File: src/rtl/core/udpf_pkg.sv
// shared constants, codes and types of the udp over ipv4 frame filter
`default_nettype none

package udpf_pkg;

   // frame bound and widths
   localparam int MAX_FRAME_BYTES = 16383;
   localparam int COUNT_W         = $clog2(MAX_FRAME_BYTES + 1);
   localparam int ULEN_W          = 16;
   localparam int LEN_W           = (COUNT_W > ULEN_W) ? COUNT_W : ULEN_W;
   localparam int ADDR_W          = 32;
   localparam int OFFSET_W        = 7;
   localparam int PAYLOAD_LEN_W   = 14;

   // header geometry
   localparam int ETH_HDR_LEN     = 14;
   localparam int IP_MIN_HDR_LEN  = 20;
   localparam int UDP_HDR_LEN     = 8;
   localparam int UDP_LEN_REL     = 4;
   localparam int ULEN_POS_BASE   = ETH_HDR_LEN + UDP_LEN_REL;

   // byte positions of the fixed header fields
   localparam int POS_TYPE_HI     = 12;
   localparam int POS_TYPE_LO     = 13;
   localparam int POS_VER_IHL     = 14;
   localparam int POS_PROTO       = 23;
   localparam int POS_SRC_FIRST   = 26;
   localparam int POS_SRC_LAST    = 29;
   localparam int POS_DST_FIRST   = 30;
   localparam int POS_DST_LAST    = 33;

   localparam logic [15:0] ETHERTYPE_IPV4 = 16'h0800;
   localparam logic [7:0]  PROTO_UDP      = 8'd17;
   localparam logic [3:0]  IP_VERSION4    = 4'd4;

   // frame queue, depth a power of two
   localparam int QUEUE_DEPTH = 4;
   localparam int QUEUE_PTR_W = $clog2(QUEUE_DEPTH);
   localparam int QUEUE_CNT_W = $clog2(QUEUE_DEPTH + 1);

   typedef enum logic [3:0] {
      VERDICT_OK            = 4'd0,
      VERDICT_SHORT         = 4'd1,
      VERDICT_NOT_IPV4      = 4'd2,
      VERDICT_BAD_HDR       = 4'd3,
      VERDICT_IP_TRUNC      = 4'd4,
      VERDICT_FILTER_MISS   = 4'd5,
      VERDICT_NOT_UDP       = 4'd6,
      VERDICT_UDP_TRUNC     = 4'd7,
      VERDICT_UDP_LEN_SMALL = 4'd8
   } verdict_type;

   typedef enum logic [1:0] {
      CSR_FILTER_ENABLE = 2'd0,
      CSR_SNAPSHOT_ADDR = 2'd1,
      CSR_UPDATE_ADDR   = 2'd2
   } csr_index_type;

   typedef struct packed {
      logic              filter_enable;
      logic [ADDR_W-1:0] snapshot_addr;
      logic [ADDR_W-1:0] update_addr;
   } cfg_type;

   // everything the back end needs to judge one frame
   typedef struct packed {
      logic [COUNT_W-1:0] cap_len;
      logic [15:0]        ether_kind;
      logic [7:0]         version_ihl;
      logic [7:0]         proto_byte;
      logic [ADDR_W-1:0]  src_addr;
      logic [ADDR_W-1:0]  dst_addr;
      logic [ULEN_W-1:0]  udp_len;
   } frame_snap_type;

endpackage

`default_nettype wire

File: src/rtl/core/udpf_req_if.sv
// frame byte channel
`default_nettype none

interface udpf_req_if ();
   logic       valid;
   logic       ready;
   logic [7:0] data_byte;
   logic       is_last;

   modport source (output valid, output data_byte, output is_last, input ready);
   modport sink   (input valid, input data_byte, input is_last, output ready);
endinterface

`default_nettype wire

File: src/rtl/core/udpf_rsp_if.sv
// verdict channel
`default_nettype none

interface udpf_rsp_if import udpf_pkg::*; ();
   logic                     valid;
   logic                     ready;
   logic                     accepted;
   verdict_type              verdict_code;
   logic [ADDR_W-1:0]        source_addr;
   logic [ADDR_W-1:0]        dest_addr;
   logic [OFFSET_W-1:0]      payload_offset;
   logic [PAYLOAD_LEN_W-1:0] payload_length;

   modport source (output valid, output accepted, output verdict_code,
                   output source_addr, output dest_addr, output payload_offset,
                   output payload_length, input ready);
   modport sink   (input valid, input accepted, input verdict_code,
                   input source_addr, input dest_addr, input payload_offset,
                   input payload_length, output ready);
endinterface

`default_nettype wire

File: src/rtl/core/udpf_csr_if.sv
// configuration write channel
`default_nettype none

interface udpf_csr_if import udpf_pkg::*; ();
   logic              valid;
   logic              ready;
   csr_index_type     reg_index;
   logic [ADDR_W-1:0] write_data;

   modport source (output valid, output reg_index, output write_data, input ready);
   modport sink   (input valid, input reg_index, input write_data, output ready);
endinterface

`default_nettype wire

File: src/rtl/core/udpf_front.sv
// front end: byte counter and header field capture, one frame snapshot per last byte
`default_nettype none

module udpf_front import udpf_pkg::*; (
   input  logic           clock,
   input  logic           reset,
   udpf_req_if.sink       req,
   input  logic           queue_full,
   output logic           push,
   output frame_snap_type push_entry
);

   logic [COUNT_W-1:0] count_ff, count_in;
   logic [15:0]        ether_ff, ether_in, ether_upd;
   logic [7:0]         vihl_ff, vihl_in, vihl_upd;
   logic [7:0]         proto_ff, proto_in, proto_upd;
   logic [ADDR_W-1:0]  src_ff, src_in, src_upd;
   logic [ADDR_W-1:0]  dst_ff, dst_in, dst_upd;
   logic [ULEN_W-1:0]  ulen_ff, ulen_in, ulen_upd;
   logic               accept;
   logic [5:0]         hdr_len;
   logic [6:0]         ulen_pos;
   logic [6:0]         ulen_pos_lo;
   logic [COUNT_W-1:0] cap_len;

   assign req.ready = !queue_full;

   always_comb begin
      accept      = req.valid && req.ready;
      hdr_len     = {vihl_ff[3:0], 2'b00};
      // udp length sits 4 bytes into the udp header; always past the ihl byte
      ulen_pos    = 7'(ULEN_POS_BASE) + {1'b0, hdr_len};
      ulen_pos_lo = ulen_pos + 7'd1;
      // saturating count doubles as the captured length so far
      cap_len     = (count_ff == COUNT_W'(MAX_FRAME_BYTES)) ? count_ff
                                                            : count_ff + COUNT_W'(1);

      ether_upd = ether_ff;
      vihl_upd  = vihl_ff;
      proto_upd = proto_ff;
      src_upd   = src_ff;
      dst_upd   = dst_ff;
      ulen_upd  = ulen_ff;
      if (count_ff == COUNT_W'(POS_TYPE_HI) || count_ff == COUNT_W'(POS_TYPE_LO)) begin
         ether_upd = {ether_ff[7:0], req.data_byte};
      end
      if (count_ff == COUNT_W'(POS_VER_IHL)) begin
         vihl_upd = req.data_byte;
      end
      if (count_ff == COUNT_W'(POS_PROTO)) begin
         proto_upd = req.data_byte;
      end
      if (count_ff >= COUNT_W'(POS_SRC_FIRST) && count_ff <= COUNT_W'(POS_SRC_LAST)) begin
         src_upd = {src_ff[ADDR_W-9:0], req.data_byte};
      end
      if (count_ff >= COUNT_W'(POS_DST_FIRST) && count_ff <= COUNT_W'(POS_DST_LAST)) begin
         dst_upd = {dst_ff[ADDR_W-9:0], req.data_byte};
      end
      if (count_ff == COUNT_W'(ulen_pos) || count_ff == COUNT_W'(ulen_pos_lo)) begin
         ulen_upd = {ulen_ff[7:0], req.data_byte};
      end

      push       = accept && req.is_last;
      push_entry = '{cap_len: cap_len, ether_kind: ether_upd, version_ihl: vihl_upd,
                     proto_byte: proto_upd, src_addr: src_upd, dst_addr: dst_upd,
                     udp_len: ulen_upd};

      count_in = count_ff;
      ether_in = ether_ff;
      vihl_in  = vihl_ff;
      proto_in = proto_ff;
      src_in   = src_ff;
      dst_in   = dst_ff;
      ulen_in  = ulen_ff;
      if (push) begin
         count_in = '0;
         ether_in = '0;
         vihl_in  = '0;
         proto_in = '0;
         src_in   = '0;
         dst_in   = '0;
         ulen_in  = '0;
      end else if (accept) begin
         count_in = cap_len;
         ether_in = ether_upd;
         vihl_in  = vihl_upd;
         proto_in = proto_upd;
         src_in   = src_upd;
         dst_in   = dst_upd;
         ulen_in  = ulen_upd;
      end
   end

   always_ff @(posedge clock) begin
      if (reset) begin
         count_ff <= '0;
         ether_ff <= '0;
         vihl_ff  <= '0;
         proto_ff <= '0;
         src_ff   <= '0;
         dst_ff   <= '0;
         ulen_ff  <= '0;
      end else begin
         count_ff <= count_in;
         ether_ff <= ether_in;
         vihl_ff  <= vihl_in;
         proto_ff <= proto_in;
         src_ff   <= src_in;
         dst_ff   <= dst_in;
         ulen_ff  <= ulen_in;
      end
   end

`ifndef NO_ASSERTIONS
   a_count_bound: assert property (@(posedge clock) disable iff (reset)
      count_ff <= COUNT_W'(MAX_FRAME_BYTES))
      else $error("byte count past frame bound");
   a_count_clear: assert property (@(posedge clock) disable iff (reset)
      push |=> (count_ff == '0))
      else $error("byte count not cleared after last beat");
   a_push_room: assert property (@(posedge clock) disable iff (reset)
      push |-> !queue_full)
      else $error("snapshot pushed into full queue");
`endif

endmodule

`default_nettype wire

File: src/rtl/core/udpf_queue.sv
// short frame snapshot queue between front and back end
`default_nettype none

module udpf_queue import udpf_pkg::*; (
   input  logic           clock,
   input  logic           reset,
   input  logic           push,
   input  frame_snap_type push_entry,
   output logic           full,
   input  logic           pop,
   output logic           head_valid,
   output frame_snap_type head_entry
);

   frame_snap_type         slot_ff [QUEUE_DEPTH];
   logic [QUEUE_PTR_W-1:0] wr_ptr_ff, wr_ptr_in;
   logic [QUEUE_PTR_W-1:0] rd_ptr_ff, rd_ptr_in;
   logic [QUEUE_CNT_W-1:0] cnt_ff, cnt_in;

   always_comb begin
      full       = (cnt_ff == QUEUE_CNT_W'(QUEUE_DEPTH));
      head_valid = (cnt_ff != '0);
      head_entry = slot_ff[rd_ptr_ff];
      wr_ptr_in  = push ? wr_ptr_ff + QUEUE_PTR_W'(1) : wr_ptr_ff;
      rd_ptr_in  = pop  ? rd_ptr_ff + QUEUE_PTR_W'(1) : rd_ptr_ff;
      cnt_in     = cnt_ff;
      if (push && !pop) begin
         cnt_in = cnt_ff + QUEUE_CNT_W'(1);
      end else if (pop && !push) begin
         cnt_in = cnt_ff - QUEUE_CNT_W'(1);
      end
   end

   always_ff @(posedge clock) begin
      if (reset) begin
         wr_ptr_ff <= '0;
         rd_ptr_ff <= '0;
         cnt_ff    <= '0;
      end else begin
         wr_ptr_ff <= wr_ptr_in;
         rd_ptr_ff <= rd_ptr_in;
         cnt_ff    <= cnt_in;
      end
   end

   always_ff @(posedge clock) begin
      if (push) begin
         slot_ff[wr_ptr_ff] <= push_entry;
      end
   end

`ifndef NO_ASSERTIONS
   a_cnt_bound: assert property (@(posedge clock) disable iff (reset)
      cnt_ff <= QUEUE_CNT_W'(QUEUE_DEPTH))
      else $error("queue fill above depth");
   a_no_underrun: assert property (@(posedge clock) disable iff (reset)
      pop |-> head_valid)
      else $error("pop from empty queue");
   a_ptr_track: assert property (@(posedge clock) disable iff (reset)
      QUEUE_PTR_W'(wr_ptr_ff - rd_ptr_ff) == QUEUE_PTR_W'(cnt_ff))
      else $error("queue pointers disagree with fill");
`endif

endmodule

`default_nettype wire

File: src/rtl/core/udpf_back.sv
// back end: verdict checks on one frame snapshot and the result register
`default_nettype none

module udpf_back import udpf_pkg::*; (
   input  logic           clock,
   input  logic           reset,
   input  cfg_type        cfg,
   input  logic           head_valid,
   input  frame_snap_type head,
   output logic           pop,
   udpf_rsp_if.source     rsp
);

   logic                     rsp_valid_ff, rsp_valid_in;
   logic                     accepted_ff;
   verdict_type              verdict_ff;
   logic [ADDR_W-1:0]        src_ff, dst_ff;
   logic [OFFSET_W-1:0]      offset_ff;
   logic [PAYLOAD_LEN_W-1:0] plen_ff;

   logic               load;
   logic [5:0]         hdr_len;
   logic [COUNT_W-1:0] hdr_end;
   logic [COUNT_W-1:0] pay_off;
   logic [ULEN_W-1:0]  declared;
   logic [COUNT_W-1:0] avail;
   logic [LEN_W-1:0]   min_len;
   logic               addr_hit;
   verdict_type        verdict;
   logic               addr_known;

   always_comb begin
      hdr_len  = {head.version_ihl[3:0], 2'b00};
      hdr_end  = COUNT_W'(ETH_HDR_LEN) + COUNT_W'(hdr_len);
      pay_off  = hdr_end + COUNT_W'(UDP_HDR_LEN);
      declared = head.udp_len - ULEN_W'(UDP_HDR_LEN);
      avail    = head.cap_len - pay_off;
      min_len  = (LEN_W'(declared) < LEN_W'(avail)) ? LEN_W'(declared) : LEN_W'(avail);
      addr_hit = (head.src_addr == cfg.snapshot_addr) || (head.src_addr == cfg.update_addr) ||
                 (head.dst_addr == cfg.snapshot_addr) || (head.dst_addr == cfg.update_addr);

      // first failing check wins
      if (head.cap_len < COUNT_W'(ETH_HDR_LEN + IP_MIN_HDR_LEN)) begin
         verdict = VERDICT_SHORT;
      end else if (head.ether_kind != ETHERTYPE_IPV4) begin
         verdict = VERDICT_NOT_IPV4;
      end else if (head.version_ihl[7:4] != IP_VERSION4 ||
                   hdr_len < 6'(IP_MIN_HDR_LEN)) begin
         verdict = VERDICT_BAD_HDR;
      end else if (hdr_end > head.cap_len) begin
         verdict = VERDICT_IP_TRUNC;
      end else if (cfg.filter_enable && !addr_hit) begin
         verdict = VERDICT_FILTER_MISS;
      end else if (head.proto_byte != PROTO_UDP) begin
         verdict = VERDICT_NOT_UDP;
      end else if (pay_off > head.cap_len) begin
         verdict = VERDICT_UDP_TRUNC;
      end else if (head.udp_len < ULEN_W'(UDP_HDR_LEN)) begin
         verdict = VERDICT_UDP_LEN_SMALL;
      end else begin
         verdict = VERDICT_OK;
      end

      // addresses are only reported once the ip header was complete
      addr_known = !(verdict inside {VERDICT_SHORT, VERDICT_NOT_IPV4,
                                     VERDICT_BAD_HDR, VERDICT_IP_TRUNC});

      load         = !rsp_valid_ff || rsp.ready;
      pop          = head_valid && load;
      rsp_valid_in = load ? head_valid : rsp_valid_ff;
   end

   always_ff @(posedge clock) begin
      if (reset) begin
         rsp_valid_ff <= 1'b0;
      end else begin
         rsp_valid_ff <= rsp_valid_in;
      end
   end

   always_ff @(posedge clock) begin
      if (pop) begin
         accepted_ff <= (verdict == VERDICT_OK);
         verdict_ff  <= verdict;
         src_ff      <= addr_known ? head.src_addr : '0;
         dst_ff      <= addr_known ? head.dst_addr : '0;
         offset_ff   <= (verdict == VERDICT_OK) ? OFFSET_W'(pay_off) : '0;
         plen_ff     <= (verdict == VERDICT_OK) ? PAYLOAD_LEN_W'(min_len) : '0;
      end
   end

   assign rsp.valid          = rsp_valid_ff;
   assign rsp.accepted       = accepted_ff;
   assign rsp.verdict_code   = verdict_ff;
   assign rsp.source_addr    = src_ff;
   assign rsp.dest_addr      = dst_ff;
   assign rsp.payload_offset = offset_ff;
   assign rsp.payload_length = plen_ff;

`ifndef NO_ASSERTIONS
   a_accept_match: assert property (@(posedge clock) disable iff (reset)
      rsp_valid_ff |-> (accepted_ff == (verdict_ff == VERDICT_OK)))
      else $error("accepted flag disagrees with verdict");
   a_reject_zero: assert property (@(posedge clock) disable iff (reset)
      (rsp_valid_ff && !accepted_ff) |-> (offset_ff == '0 && plen_ff == '0))
      else $error("rejected frame carries payload span");
   a_addr_hidden: assert property (@(posedge clock) disable iff (reset)
      (rsp_valid_ff && (verdict_ff == VERDICT_SHORT || verdict_ff == VERDICT_NOT_IPV4 ||
                        verdict_ff == VERDICT_BAD_HDR || verdict_ff == VERDICT_IP_TRUNC))
      |-> (src_ff == '0 && dst_ff == '0))
      else $error("addresses shown before ip header complete");
`endif

endmodule

`default_nettype wire

File: src/rtl/core/udp_ipv4_frame_filter.sv
// top level of the udp over ipv4 frame filter
`default_nettype none

// udp over ipv4 frame filter. frames enter on req_chan one byte per beat in
// wire order, with is_last set on the final captured byte; each last beat
// yields exactly one verdict beat on rsp_chan. the front end takes one byte
// every clock unless the queue is full, counting bytes (saturating at the
// frame bound) and grabbing ethertype, version/ihl, protocol, addresses and
// the udp length field as they fly by. on the last byte it pushes a snapshot
// of the frame into a four entry queue; the back end pops a snapshot, runs
// the checks in priority order and registers the result, so the verdict
// passes the queue slot and then the output register. req_chan only stalls
// when the queue holds four snapshots behind the verdict held in the output
// register by a stalled rsp_chan, so with rsp_chan ready the rate is one
// byte per clock for any frame length, down to one-byte frames. configuration
// writes on csr_chan are taken every cycle and should land only while no
// frame is in flight; there is no clearing pass after reset.

module udp_ipv4_frame_filter import udpf_pkg::*; (
   input  wire           clock,
   input  wire           reset,
   udpf_req_if.sink      req_chan,
   udpf_rsp_if.source    rsp_chan,
   udpf_csr_if.sink      csr_chan
);

   cfg_type        cfg_ff, cfg_in;
   logic           push;
   frame_snap_type push_entry;
   logic           queue_full;
   logic           pop;
   logic           head_valid;
   frame_snap_type head_entry;

   // register writes always complete in one beat
   assign csr_chan.ready = 1'b1;

   always_comb begin
      cfg_in = cfg_ff;
      if (csr_chan.valid) begin
         case (csr_chan.reg_index)
            CSR_FILTER_ENABLE: cfg_in.filter_enable = csr_chan.write_data[0];
            CSR_SNAPSHOT_ADDR: cfg_in.snapshot_addr = csr_chan.write_data;
            CSR_UPDATE_ADDR:   cfg_in.update_addr   = csr_chan.write_data;
            default:           cfg_in = cfg_ff;   // unmapped index is dropped
         endcase
      end
   end

   always_ff @(posedge clock) begin
      if (reset) begin
         cfg_ff <= '0;
      end else begin
         cfg_ff <= cfg_in;
      end
   end

   // byte capture and frame snapshot
   udpf_front u_front (
      .clock      (clock),
      .reset      (reset),
      .req        (req_chan),
      .queue_full (queue_full),
      .push       (push),
      .push_entry (push_entry)
   );

   // decouples the byte stream from the verdict consumer
   udpf_queue u_queue (
      .clock      (clock),
      .reset      (reset),
      .push       (push),
      .push_entry (push_entry),
      .full       (queue_full),
      .pop        (pop),
      .head_valid (head_valid),
      .head_entry (head_entry)
   );

   // checks and the output register
   udpf_back u_back (
      .clock      (clock),
      .reset      (reset),
      .cfg        (cfg_ff),
      .head_valid (head_valid),
      .head       (head_entry),
      .pop        (pop),
      .rsp        (rsp_chan)
   );

endmodule

`default_nettype wire

File: src/flat_wrapper.sv
// flat-port wrapper written by rule: the top's interface ports become plain ports
module udp_ipv4_frame_filter_flat import udpf_pkg::*;
  (clock, reset, req_chan_valid, req_chan_data_byte, req_chan_is_last, req_chan_ready, rsp_chan_valid, rsp_chan_accepted, rsp_chan_verdict_code, rsp_chan_source_addr, rsp_chan_dest_addr, rsp_chan_payload_offset, rsp_chan_payload_length, rsp_chan_ready, csr_chan_valid, csr_chan_reg_index, csr_chan_write_data, csr_chan_ready);
  udpf_req_if req_chan_i ();
  udpf_rsp_if rsp_chan_i ();
  udpf_csr_if csr_chan_i ();
  input  wire clock;
  input  wire reset;
  input wire logic [$bits(req_chan_i.valid)-1:0] req_chan_valid;
  input wire logic [$bits(req_chan_i.data_byte)-1:0] req_chan_data_byte;
  input wire logic [$bits(req_chan_i.is_last)-1:0] req_chan_is_last;
  output wire logic [$bits(req_chan_i.ready)-1:0] req_chan_ready;
  output wire logic [$bits(rsp_chan_i.valid)-1:0] rsp_chan_valid;
  output wire logic [$bits(rsp_chan_i.accepted)-1:0] rsp_chan_accepted;
  output wire logic [$bits(rsp_chan_i.verdict_code)-1:0] rsp_chan_verdict_code;
  output wire logic [$bits(rsp_chan_i.source_addr)-1:0] rsp_chan_source_addr;
  output wire logic [$bits(rsp_chan_i.dest_addr)-1:0] rsp_chan_dest_addr;
  output wire logic [$bits(rsp_chan_i.payload_offset)-1:0] rsp_chan_payload_offset;
  output wire logic [$bits(rsp_chan_i.payload_length)-1:0] rsp_chan_payload_length;
  input wire logic [$bits(rsp_chan_i.ready)-1:0] rsp_chan_ready;
  input wire logic [$bits(csr_chan_i.valid)-1:0] csr_chan_valid;
  input wire logic [$bits(csr_chan_i.reg_index)-1:0] csr_chan_reg_index;
  input wire logic [$bits(csr_chan_i.write_data)-1:0] csr_chan_write_data;
  output wire logic [$bits(csr_chan_i.ready)-1:0] csr_chan_ready;
  assign req_chan_i.valid = req_chan_valid;
  assign req_chan_i.data_byte = req_chan_data_byte;
  assign req_chan_i.is_last = req_chan_is_last;
  assign req_chan_ready = req_chan_i.ready;
  assign rsp_chan_valid = rsp_chan_i.valid;
  assign rsp_chan_accepted = rsp_chan_i.accepted;
  assign rsp_chan_verdict_code = rsp_chan_i.verdict_code;
  assign rsp_chan_source_addr = rsp_chan_i.source_addr;
  assign rsp_chan_dest_addr = rsp_chan_i.dest_addr;
  assign rsp_chan_payload_offset = rsp_chan_i.payload_offset;
  assign rsp_chan_payload_length = rsp_chan_i.payload_length;
  assign rsp_chan_i.ready = rsp_chan_ready;
  assign csr_chan_i.valid = csr_chan_valid;
  assign csr_chan_i.reg_index = csr_chan_reg_index;
  assign csr_chan_i.write_data = csr_chan_write_data;
  assign csr_chan_ready = csr_chan_i.ready;
  udp_ipv4_frame_filter u_core (.clock(clock), .reset(reset), .req_chan(req_chan_i), .rsp_chan(rsp_chan_i), .csr_chan(csr_chan_i));
endmodule
File: config.mk
export PLATFORM = sky130hd
export DESIGN_NAME = udp_ipv4_frame_filter_flat
export DESIGN_NICKNAME = d
export VERILOG_FILES = /design/src/rtl/core/udpf_pkg.sv /design/src/rtl/core/udpf_req_if.sv /design/src/rtl/core/udpf_rsp_if.sv /design/src/rtl/core/udpf_csr_if.sv /design/src/rtl/core/udpf_front.sv /design/src/rtl/core/udpf_queue.sv /design/src/rtl/core/udpf_back.sv /design/src/rtl/core/udp_ipv4_frame_filter.sv /design/src/flat_wrapper.sv
export SDC_FILE = /design/constraint.sdc
export NUM_CORES = 1
export LEC_CHECK = 0
export BUFFER_PORTS_ARGS = -buffer_cell sky130_fd_sc_hd__buf_4
export CORE_MARGIN = 3
export CORE_UTILIZATION = 45
export CTS_CLUSTER_DIAMETER = 30
export CTS_CLUSTER_SIZE = 28
export DETAILED_ROUTE_END_ITERATION = 10
export PLACE_DENSITY_LB_ADDON = 0.2
export SLEW_MARGIN = 20
export SYNTH_ARGS = -nofsm -noshare
export SYNTH_HDL_FRONTEND = slang
export SYNTH_SLANG_ARGS = --single-unit
File: constraint.sdc
create_clock -name clock -period 7.55 [get_ports clock]
set_input_delay 0 -clock clock [delete_from_list [all_inputs] [get_ports clock]]
set_output_delay 0 -clock clock [all_outputs]
set_load 0.01 [all_outputs]
After elaboration in Yosys (flattened, before gate mapping)
Memory sizes are Yosys's and may differ from the RTL's. A register that Yosys moved wholly into a read port is not among the register bits.
Index checks and enable logic that the tools add are counted.
{ "op_classes": {"n_reduce_logical": 29, "n_mux": 22, "magnitude_cmp": 10, "addsub": 11, "eq_ne": 21} }
{ "ops": {"columns": ["cell", "count"], "rows": [
  ["$eq A32 B32 Y1", 4],
  ["$mux W32", 2],
  ["$eq A14 B4 Y1 const B", 3],
  ["$mux W16", 2],
  ["$mux W4", 8],
  ["$eq A14 B7 Y1", 2],
  ["$ge A14 B5 Y1 const B", 2],
  ["$gt A14 B14 Y1", 2],
  ["$mux W14", 2],
  ["$lt A16 B14 Y1", 1],
  ["$lt A16 B4 Y1 const B", 1],
  ["$mux W8", 2],
  ["$ne A16 B12 Y1 const B", 1],
  ["$sub A16 B4 Y16 const B", 1],
  ["$add A14 B1 Y14 const B", 1],
  ["$add A14 B4 Y14 const B", 1],
  ["$eq A14 B14 Y1 const B", 1],
  ["$eq A14 B5 Y1 const B", 1],
  ["$le A14 B5 Y1 const B", 1],
  ["$le A14 B6 Y1 const B", 1],
  ["$lt A14 B6 Y1 const B", 1],
  ["$sub A14 B14 Y14", 1],
  ["$eq A4 B2 Y1 const B", 2],
  ["$logic_and A1 B1 Y1", 8],
  ["26 further kinds", 42]
]} }
{ "totals": {"wordCells": 114, "reg_bits": 289, "mem_count": 1, "mem_bits_rw": 504, "in_bits": 48} }
{ "mem_list": {"columns": ["name", "words", "word_bits", "read_ports", "rd_ports_with_merged_regs", "wr", "line", "source"], "rows": [
  ["u_core.u_queue.slot_ff", 4, 126, 1, 1, 1, "udpf_queue.sv:15", "frame_snap_type slot_ff [QUEUE_DEPTH];"]
]} }

Longest topological paths before layout
Gate-level depths: netlist of run 1.
{ "depth": {"word_depth": 13, "depth_mapped": 28, "depth_no_buf": 22} }

Cells and area by module
From an unflattened synthesis of run 1, not the netlist that was laid out.
{ "hier_totals": {"cells_unflattened": 2183, "hier_area_um2": 34127.7} }
{ "modules_own_cells": {"columns": ["mod", "n_inst", "area_per_inst_um2", "cells_each"], "rows": [
  ["udpf_queue", 1, 18577.8, 702],
  ["udpf_front", 1, 6676.4, 673],
  ["udpf_back", 1, 6138.4, 557],
  ["udp_ipv4_frame_filter", 1, 2735.1, 251]
]} }

Least setup slack after synthesis of run 1
OpenSTA, ideal clock, no wires.
{ "synth_timing": {"path_kind": "reg-to-reg", "from": "reg u_core.u_queue.cnt_ff[0]", "to": "reg u_core.u_queue.cnt_ff[2]", "t_required_ns": 7.480, "n_path_buf": 0, "path_stages_with_launch": 10, "period_less_slack_ns": 6.324, "path_slack_ns": 1.226, "arrival_time_ns": 6.254, "cell_sequence": "dfxtp_1 -> nor3_1 -> a21oi_1 -> inv_1 -> ha_1 -> inv_1 -> fa_1 -> xor2_1 -> or3_1 -> a21oi_1"} }
{ "synth_via": {"elab_cells_between_ends": 15, "classes_between": "add/sub (2); eq/ne (1); mux (2); reduce/logical (10)"} }
{ "synth_lines": {"columns": ["element", "line", "source"], "rows": [
  ["start: declaration", "udpf_queue.sv:18", "logic [QUEUE_CNT_W-1:0] cnt_ff, cnt_in;"],
  ["start signal: assignment", "udpf_queue.sv:42", "cnt_ff <= cnt_in;"],
  ["$reduce_bool A3 Y1 *", "udpf_queue.sv:22", "head_valid = (cnt_ff != '0);"],
  ["$logic_and A1 B1 Y1 *", "udpf_back.sv:69", "pop = head_valid && load;"],
  ["net u_core.pop", "udp_ipv4_frame_filter.sv:31", "logic pop;"],
  ["$logic_not A1 Y1", "udpf_queue.sv:27", "if (push && !pop) begin"],
  ["$logic_and A1 B1 Y1", "udpf_queue.sv:27", null],
  ["$mux W3 / $reduce_bool A2 Y1 (equally long branches)", null, null]
]} }
The timed path passes the listed nets; every way through them passes the cells marked *. The select of a mux whose other input is x is not followed.
A chain may end at the register's enable or synchronous reset.

==> metrics.md, run 1 <==
| Metric | Value |
|---|---|
| DR vias | `19749` |
| Top-count cell post-synth | `edfxtp_1` |
| Area contributors post-synth | `edfxtp_1 (54%), dfxtp_1 (12%), mux4_2 (6.8%), xor2_1 (4.2%), mux2_2 (3.9%)` |
| Nets | `2668` |
| Syn Nets | `2399` |
| Number of global-route vias before repair | `20356` |
| Via/cell ratio | `5.38` |
| Yosys warning count | `0` |
| IR drop worst, VDD | `0.000232 V` |
| Initial DRC count | `1546` |
| Post-DRT Antenna Nets | `0` |
| Post-DP Area | `34800 um2` |
| Clk sinks | `794` |
| # rows | `98` |
| Power Total | `16.4 mW` |
| Ys flop type | `edfxtp_1` |
| Lkg Pwr | `15.1 nW` |
| RSZ-0062 raised after global routing | `no` |
| Min-delay src | `req_chan_valid` |
| Synth cell types | `58` |
| Max-slew headroom | `28.0%` |
| Crit path launch type | `flip-flop` |
| Final Max Slew Viols | `0` |
| Cell count after synthesis | `2312` |
| Total GRT Usage | `21.7%` |
| PostCTS Resize Cnt | `0` |
| Leading area contributor after synthesis | `edfxtp_1` |
| Mean Syn Cell Area | `14.2 um2` |
| Ys async rst share | `0%` |
| Total clock buffers created by CTS | `156` |
| CTS Buffer Depth | `3` |
| DRC | `0` |
| Clock skew | `0.0287 ns` |
| Post-Syn Area | `32800 um2` |
| Clock Latency Late Sink | `0.72 ns` |
| Final HPWL DP | `50.7 mm` |
| Final cell count without fillers | `3668` |
| Core Area | `71900 um2` |
| Post-CTS Setup Repair Bufs | `0` |
| Register area share after synthesis | `66.6%` |
| Die X-Extent | `276 um` |
| GRT overflow | `0` |
| Drt pass-1 iters | `7` |
| Die Y-Extent | `276 um` |
| Crit path DAT | `6.92 ns` |
| First-pass GRT wire length | `123 mm` |
| CTS Root Cell | `clkbuf_16` |
| Fin crit period | `6.39 ns` |
| # hold bufs at CTS | `61` |
| Post-synth EDFFs | `593` |
| Antenna violations before repair | `5` |
| Slew @ Worst Pin | `1.08 ns` |
| Crit Path Max Fanout | `43` |
| Layout cell share with drive strength beyond 1 | `26.1%` |
| Syn-to-layout area delta | `24.7%` |
| Tightest Hold Check Type | `primary input to flip-flop` |
| Post-synth top cells | `edfxtp_1 (593), nor2_1 (300), dfxtp_1 (201)` |
| I/O pins | `141` |
| Placer Congestion | `0.894` |
| Post-route cell area | `40900 um2` |
| TritonCTS clock tree | `yes` |
| Number of port buffers | `138` |
| Req. time, crit path | `8.08 ns` |
| Crit Path Category | `flip-flop to flip-flop` |
| Max-cap violations | `0` |
| Largest net degree at the start of global routing | `76` |
| F_max | `0.157 GHz` |
| Dpl ws | `1.18 ns` |
| Setup crit end kind | `flip-flop` |
| #FFs+latches synth | `794` |
| Synth top area share | `54.3%` |
| Final setup vio count | `0` |
| Placed Instances | `3312` |
| Die area | `76200 um2` |
| Cell Pwr Density | `402 nW/um2` |
| Fin Setup TNS | `0 ns` |
| Clock slew seen by the registers of the worst setup and hold paths | `0.05 ns` |
| Hold Vio Cnt, Final | `0` |
| Fin crit share | `84.6%` |
| Fin worst setup slack | `1.16 ns` |
| Status | `finished clean` |
| H-tree depth | `4` |
| Wire per inst | `22.1 um` |
| Fillcell total | `5707` |
| WL final | `81.2 mm` |
| Initial core utilization | `45.6%` |
## report_power, final
group / switching [mW] / leakage (nW) / internal (mW)
Clock: 2.31 / 2.63 / 4.78
Combinational: 2.23 / 5.26 / 1.50
Sequential: 0.257 / 7.24 / 5.36
Total: 4.80 / 15.1 / 11.6
## sequential cells by signal, summed over array words and instances (netlist names), named ones only
register and count:
u_core.u_back.rsp.valid 1, u_core.u_queue.slot_ff 504, u_core.u_back.rsp.payload_length 14, u_core.u_front.ether_ff 16, u_core.u_queue.wr_ptr_ff 2, u_core.u_front.ulen_ff 16, u_core.u_back.rsp.payload_offset 6, u_core.u_front.proto_ff 8
u_core.u_front.src_ff 32, u_core.u_back.rsp.accepted 1, u_core.u_front.vihl_ff 8, u_core.u_back.rsp.source_addr 32, u_core.u_back.rsp.verdict_code 4, u_core.u_back.rsp.dest_addr 32, u_core.u_front.dst_ff 32, u_core.cfg_ff 65
u_core.u_front.count_ff 14, u_core.u_queue.cnt_ff 3, u_core.u_queue.rd_ptr_ff 2
## placed cells by master, fill, tap and decap left out, types with 4 or more instances in the layout
master / n
mux4_2: 99
a211oi_1: 13
clkbuf_1: 22
clkbuf_16: 159
clkinv_1: 10
clkinv_4: 12
and2_4: 51
nor4b_1: 17
clkinvlp_4: 23
xnor2_1: 25
xor2_1: 156
o21ai_0: 14
bufinv_16: 24
nand3_1: 19
dfxtp_1: 199
and3_4: 5
nand2_1: 162
ha_1: 37
and2_1: 17
mux2_2: 115
mux2i_1: 7
nor4_1: 49
nand4_1: 13
nand3b_1: 5
buf_4: 165
nor3b_1: 4
nor3_1: 129
a21oi_1: 76
inv_1: 30
or3_1: 6
nand2b_1: 6
dlygate4sd3_1: 61
inv_6: 11
clkinv_2: 18
nor2_1: 300
clkbuf_8: 7
edfxtp_1: 593
## cells by family (layout without fill, tap and decap cells)
| logic type | count (synthesis) | count (layout) | synth area share [%] |
|---|---|---|---|
| AND/OR/NAND/NOR | 803 | 803 | 11.9 |
| flip-flops | 794 | 794 | 66.6 |
| multiplexers | 221 | 221 | 11.0 |
| XOR/XNOR | 181 | 181 | 4.83 |
| buffers and inverters | 145 | 549 | 1.95 |
| AO/OA/AOI/OAI | 127 | 127 | 2.22 |
| adder cells (fa/ha/maj) | 39 | 39 | 1.53 |
| other | 2 | 4 | 0.0229 |
## worst max-delay path, stage by stage (launching register included)
cell and delay [ns]:
dfxtp_4 0.80, mux4_2 0.42, inv_1 0.08, ha_1 0.21, xnor2_1 0.30, ha_1 0.25
xor2_1 0.10, ha_1 0.27, or4b_2 0.64, o21ai_0 0.11, a21oi_1 0.09, nand3_1 0.13
or3b_2 0.50, nor2_1 0.14, xnor2_1 0.11, ha_1 0.30, and4_1 0.22, a211oi_1 0.08
nand2_1 0.07, a41oi_1 0.05, o22ai_2 0.81, mux2_2 0.42, nor2_1 0.09
## worst paths after layout
check / end / slack (ns) / depth (start not counted)
max: u_core.u_back.rsp.payload_length[4] / 1.16 / 22
min: u_core.u_front.dst_ff[30] / 0.08 / 4
max reg2reg: u_core.u_back.rsp.payload_length[4] / 1.16 / 22
min reg2reg: u_core.u_front.proto_ff[0] / 0.49 / 2
## layer usage
| layer | GRT usage, % | part of all wire, % |
|---|---|---|
| met1 | 28.4 | 42 |
| met2 | 35.4 | 49 |
| met3 | 4.60 | 5.9 |
| met4 | 9.25 | 3.5 |
| met5 | 0 | 0 |
## metrics by stage
stage	util [%]	hold WS (ns)
2_1_floorplan	-	0.136
3_3_place_gp	48.4	0.258
3_5_place_dp	48.4	0.267
4_1_cts	56.9	0.0703
5_1_grt	56.9	0.106
6_report	56.9	0.0816
## cell type report
cell class	count	area [um2]	area share [%]
inverters	30	113	0.275
diodes	2	5.00	0.0122
multi-input cells	1373	10400	25.4
well taps	950	1190	2.91
repair buffers	226	1850	4.52
clock inverters	105	1360	3.33
clock buffers	188	4160	10.2
flip-flops and latches	794	21800	53.4
Power figures use the tool's default switching activity.
==> run 2: changes to the inputs <==
==> constraint.sdc (replaced) <==
create_clock -name clock -period 5.4 [get_ports clock]
set_input_delay 0 -clock clock [delete_from_list [all_inputs] [get_ports clock]]
set_output_delay 0 -clock clock [all_outputs]
set_load 0.01 [all_outputs]
==> run 2 against run 1 <==
  * Critical path depth shrank 3
  * Sequential cell count is the same
  * Total power grew 44%
  * Clock power grew 44%
  * Count of clock-buffer cells in the layout grew 7
  * Combinational power grew 53%
  * Sequential share of layout area shrank 0.75 points
  * Die area is the same
  * Critical endpoint is now u_core.u_back.rsp.payload_length[0]
  * Largest cell class unchanged
==> metrics.md, run 2 (synthesis gave the netlist of run 1 again) <==
| Metric | Value |
|---|---|
| Post-DRT Antenna Nets | `0` |
| DRC | `0` |
| F_max | `0.191 GHz` |
| CTS Root Cell | `clkbuf_16` |
| Initial core utilization | `45.6%` |
| Cell Pwr Density | `571 nW/um2` |
| Final setup vio count | `0` |
| Antenna violations before repair | `6` |
| Number of port buffers | `138` |
| Clock slew seen by the registers of the worst setup and hold paths | `0.04 ns` |
| Via/cell ratio | `5.40` |
| Die area | `76200 um2` |
| Final HPWL DP | `50.7 mm` |
| Crit path DAT | `5.70 ns` |
| GRT overflow | `0` |
| Crit Path Category | `flip-flop to flip-flop` |
| Total GRT Usage | `21.7%` |
| Fin crit period | `5.24 ns` |
| Final Max Slew Viols | `0` |
| Clock skew | `0.0302 ns` |
| Syn-to-layout area delta | `26.5%` |
| DR vias | `19967` |
| Slew @ Worst Pin | `1.06 ns` |
| Max-cap violations | `0` |
| Power Total | `23.7 mW` |
| Fin crit share | `97.1%` |
| Commonest non-fill, non-tap cell in the layout | `edfxtp_1` |
| Final cell count without fillers | `3695` |
| Hold Vio Cnt, Final | `0` |
| Nets | `2695` |
| Max-slew headroom | `29.3%` |
| First-pass GRT wire length | `123 mm` |
| Total clock buffers created by CTS | `157` |
| Fillcell total | `5646` |
| CTS Buffer Depth | `3` |
| # rows | `98` |
| Setup crit end kind | `flip-flop` |
| Area of the multi-input gates | `10600 um2` |
| I/O pins | `141` |
| TritonCTS clock tree | `yes` |
| Tightest Hold Check Type | `primary input to flip-flop` |
| Max reg flops | `504` |
| Die Y-Extent | `276 um` |
| Fin Setup TNS | `0 ns` |
| Status | `finished clean` |
| Min-delay src | `csr_chan_write_data[14]` |
| Largest regs | `u_core.u_queue.slot_ff (504), u_core.cfg_ff (65)` |
| Layout cell share with drive strength beyond 1 | `27.0%` |
| Clk sinks | `794` |
| Largest net degree at the start of global routing | `76` |
| H-tree depth | `4` |
| Crit Path Max Fanout | `6` |
| Placer Congestion | `0.938` |
| Req. time, crit path | `5.86 ns` |
| Placed Instances | `3323` |
| Reg area | `21800 um2` |
| Core Area | `71900 um2` |
| Largest Register | `u_core.u_queue.slot_ff` |
| Die X-Extent | `276 um` |
| IR drop worst, VDD | `0.000403 V` |
| Drt pass-1 iters | `5` |
| Clock Latency Late Sink | `0.73 ns` |
| Initial DRC count | `1462` |
| Wire per inst | `22.2 um` |
| Fin util | `57.7%` |
| Dpl ws | `-0.0937 ns` |
| Number of global-route vias before repair | `20421` |
| Highest-count cells in the layout ignoring fill and taps | `edfxtp_1 (593), nor2_1 (298), dfxtp_1 (199)` |
| WL final | `82.2 mm` |
| Lkg Pwr | `15.4 nW` |
| Crit path launch type | `flip-flop` |
| Fin worst setup slack | `0.159 ns` |
-- run 2: cell count changes in the layout (fill, tap and decap cells not counted), sizes merged --
cell / change
clkbuf: +7
bufinv: +3
o22ai: +2
diode: -1
inv: +3
clkinvlp: -10
buf: +16
clkinv: -1
dlygate4sd3: +8
-- run 2: critical path, cell delays in order, from the launching register on --
cell      delay, ns
dfxtp_4        0.39
mux4_2         0.55
inv_2          0.11
ha_4           0.14
xnor2_2        0.14
ha_2           0.33
inv_2          0.08
ha_4           0.21
o21ai_0        0.09
a21boi_0       0.16
o31ai_1        0.35
nand2_1        0.15
buf_4          0.16
or3_1          0.38
xor2_1         0.18
ha_1           0.23
nor3_1         0.72
o22ai_2        0.31
mux2i_1        0.24
nor2_1         0.05
-- run 2: per-stage QoR --
stage | instance area [um2] | hold slack (ns)
2_1_floorplan | 32900 | 0.136
3_3_place_gp | 35000 | 0.260
3_5_place_dp | 35000 | 0.268
4_1_cts | 41300 | 0.0528
5_1_grt | 41500 | 0.0827
6_report | 41500 | 0.0993
-- run 2: power breakdown --
| group | leakage [nW] | switching (mW) | internal, mW | total, mW |
|---|---|---|---|---|
| Clock | 2.73 | 3.27 | 6.91 | 10.2 |
| Combinational | 5.40 | 3.37 | 2.35 | 5.72 |
| Sequential | 7.24 | 0.294 | 7.49 | 7.79 |
-- run 2: worst paths after layout --
check	endpoint	slack (ns)	cells after the start
max	u_core.u_back.rsp.payload_length[0]	0.16	19
min	u_core.cfg_ff[14]	0.1	4
min reg2reg	u_core.u_front.ulen_ff[12]	0.49	2
max reg2reg	u_core.u_back.rsp.payload_length[0]	0.16	19
-- run 2: final cells by class --
cell class              count  share of cell area, %
repair buffers            250                   5.09
flip-flops and latches    794                   52.6
multi-input cells        1375                   25.5
inverters                  30                  0.271
well taps                 950                   2.87
diodes                      1                0.00603
clock buffers             195                   10.2
clock inverters           100                   3.45
-- run 2: per-layer routing --
layer	global-route usage (%)	share of wire, %	up-vias	wire length, um
met1	26.8	41	10018	33300
met5	0	0	-	0
li1	-	-	9150	-
met2	36.5	50	644	40900
met4	9.93	3.5	0	2890
met3	4.83	6.2	155	5060
-- run 2: what timing repair did --
item                       CTS  global route
cloned                       0             2
hold buffers                69             0
buffers inserted             0             5
hold endpoints to repair   359             0
resized for setup            1            16
pin swaps                    0             7
setup endpoints to repair    7            14
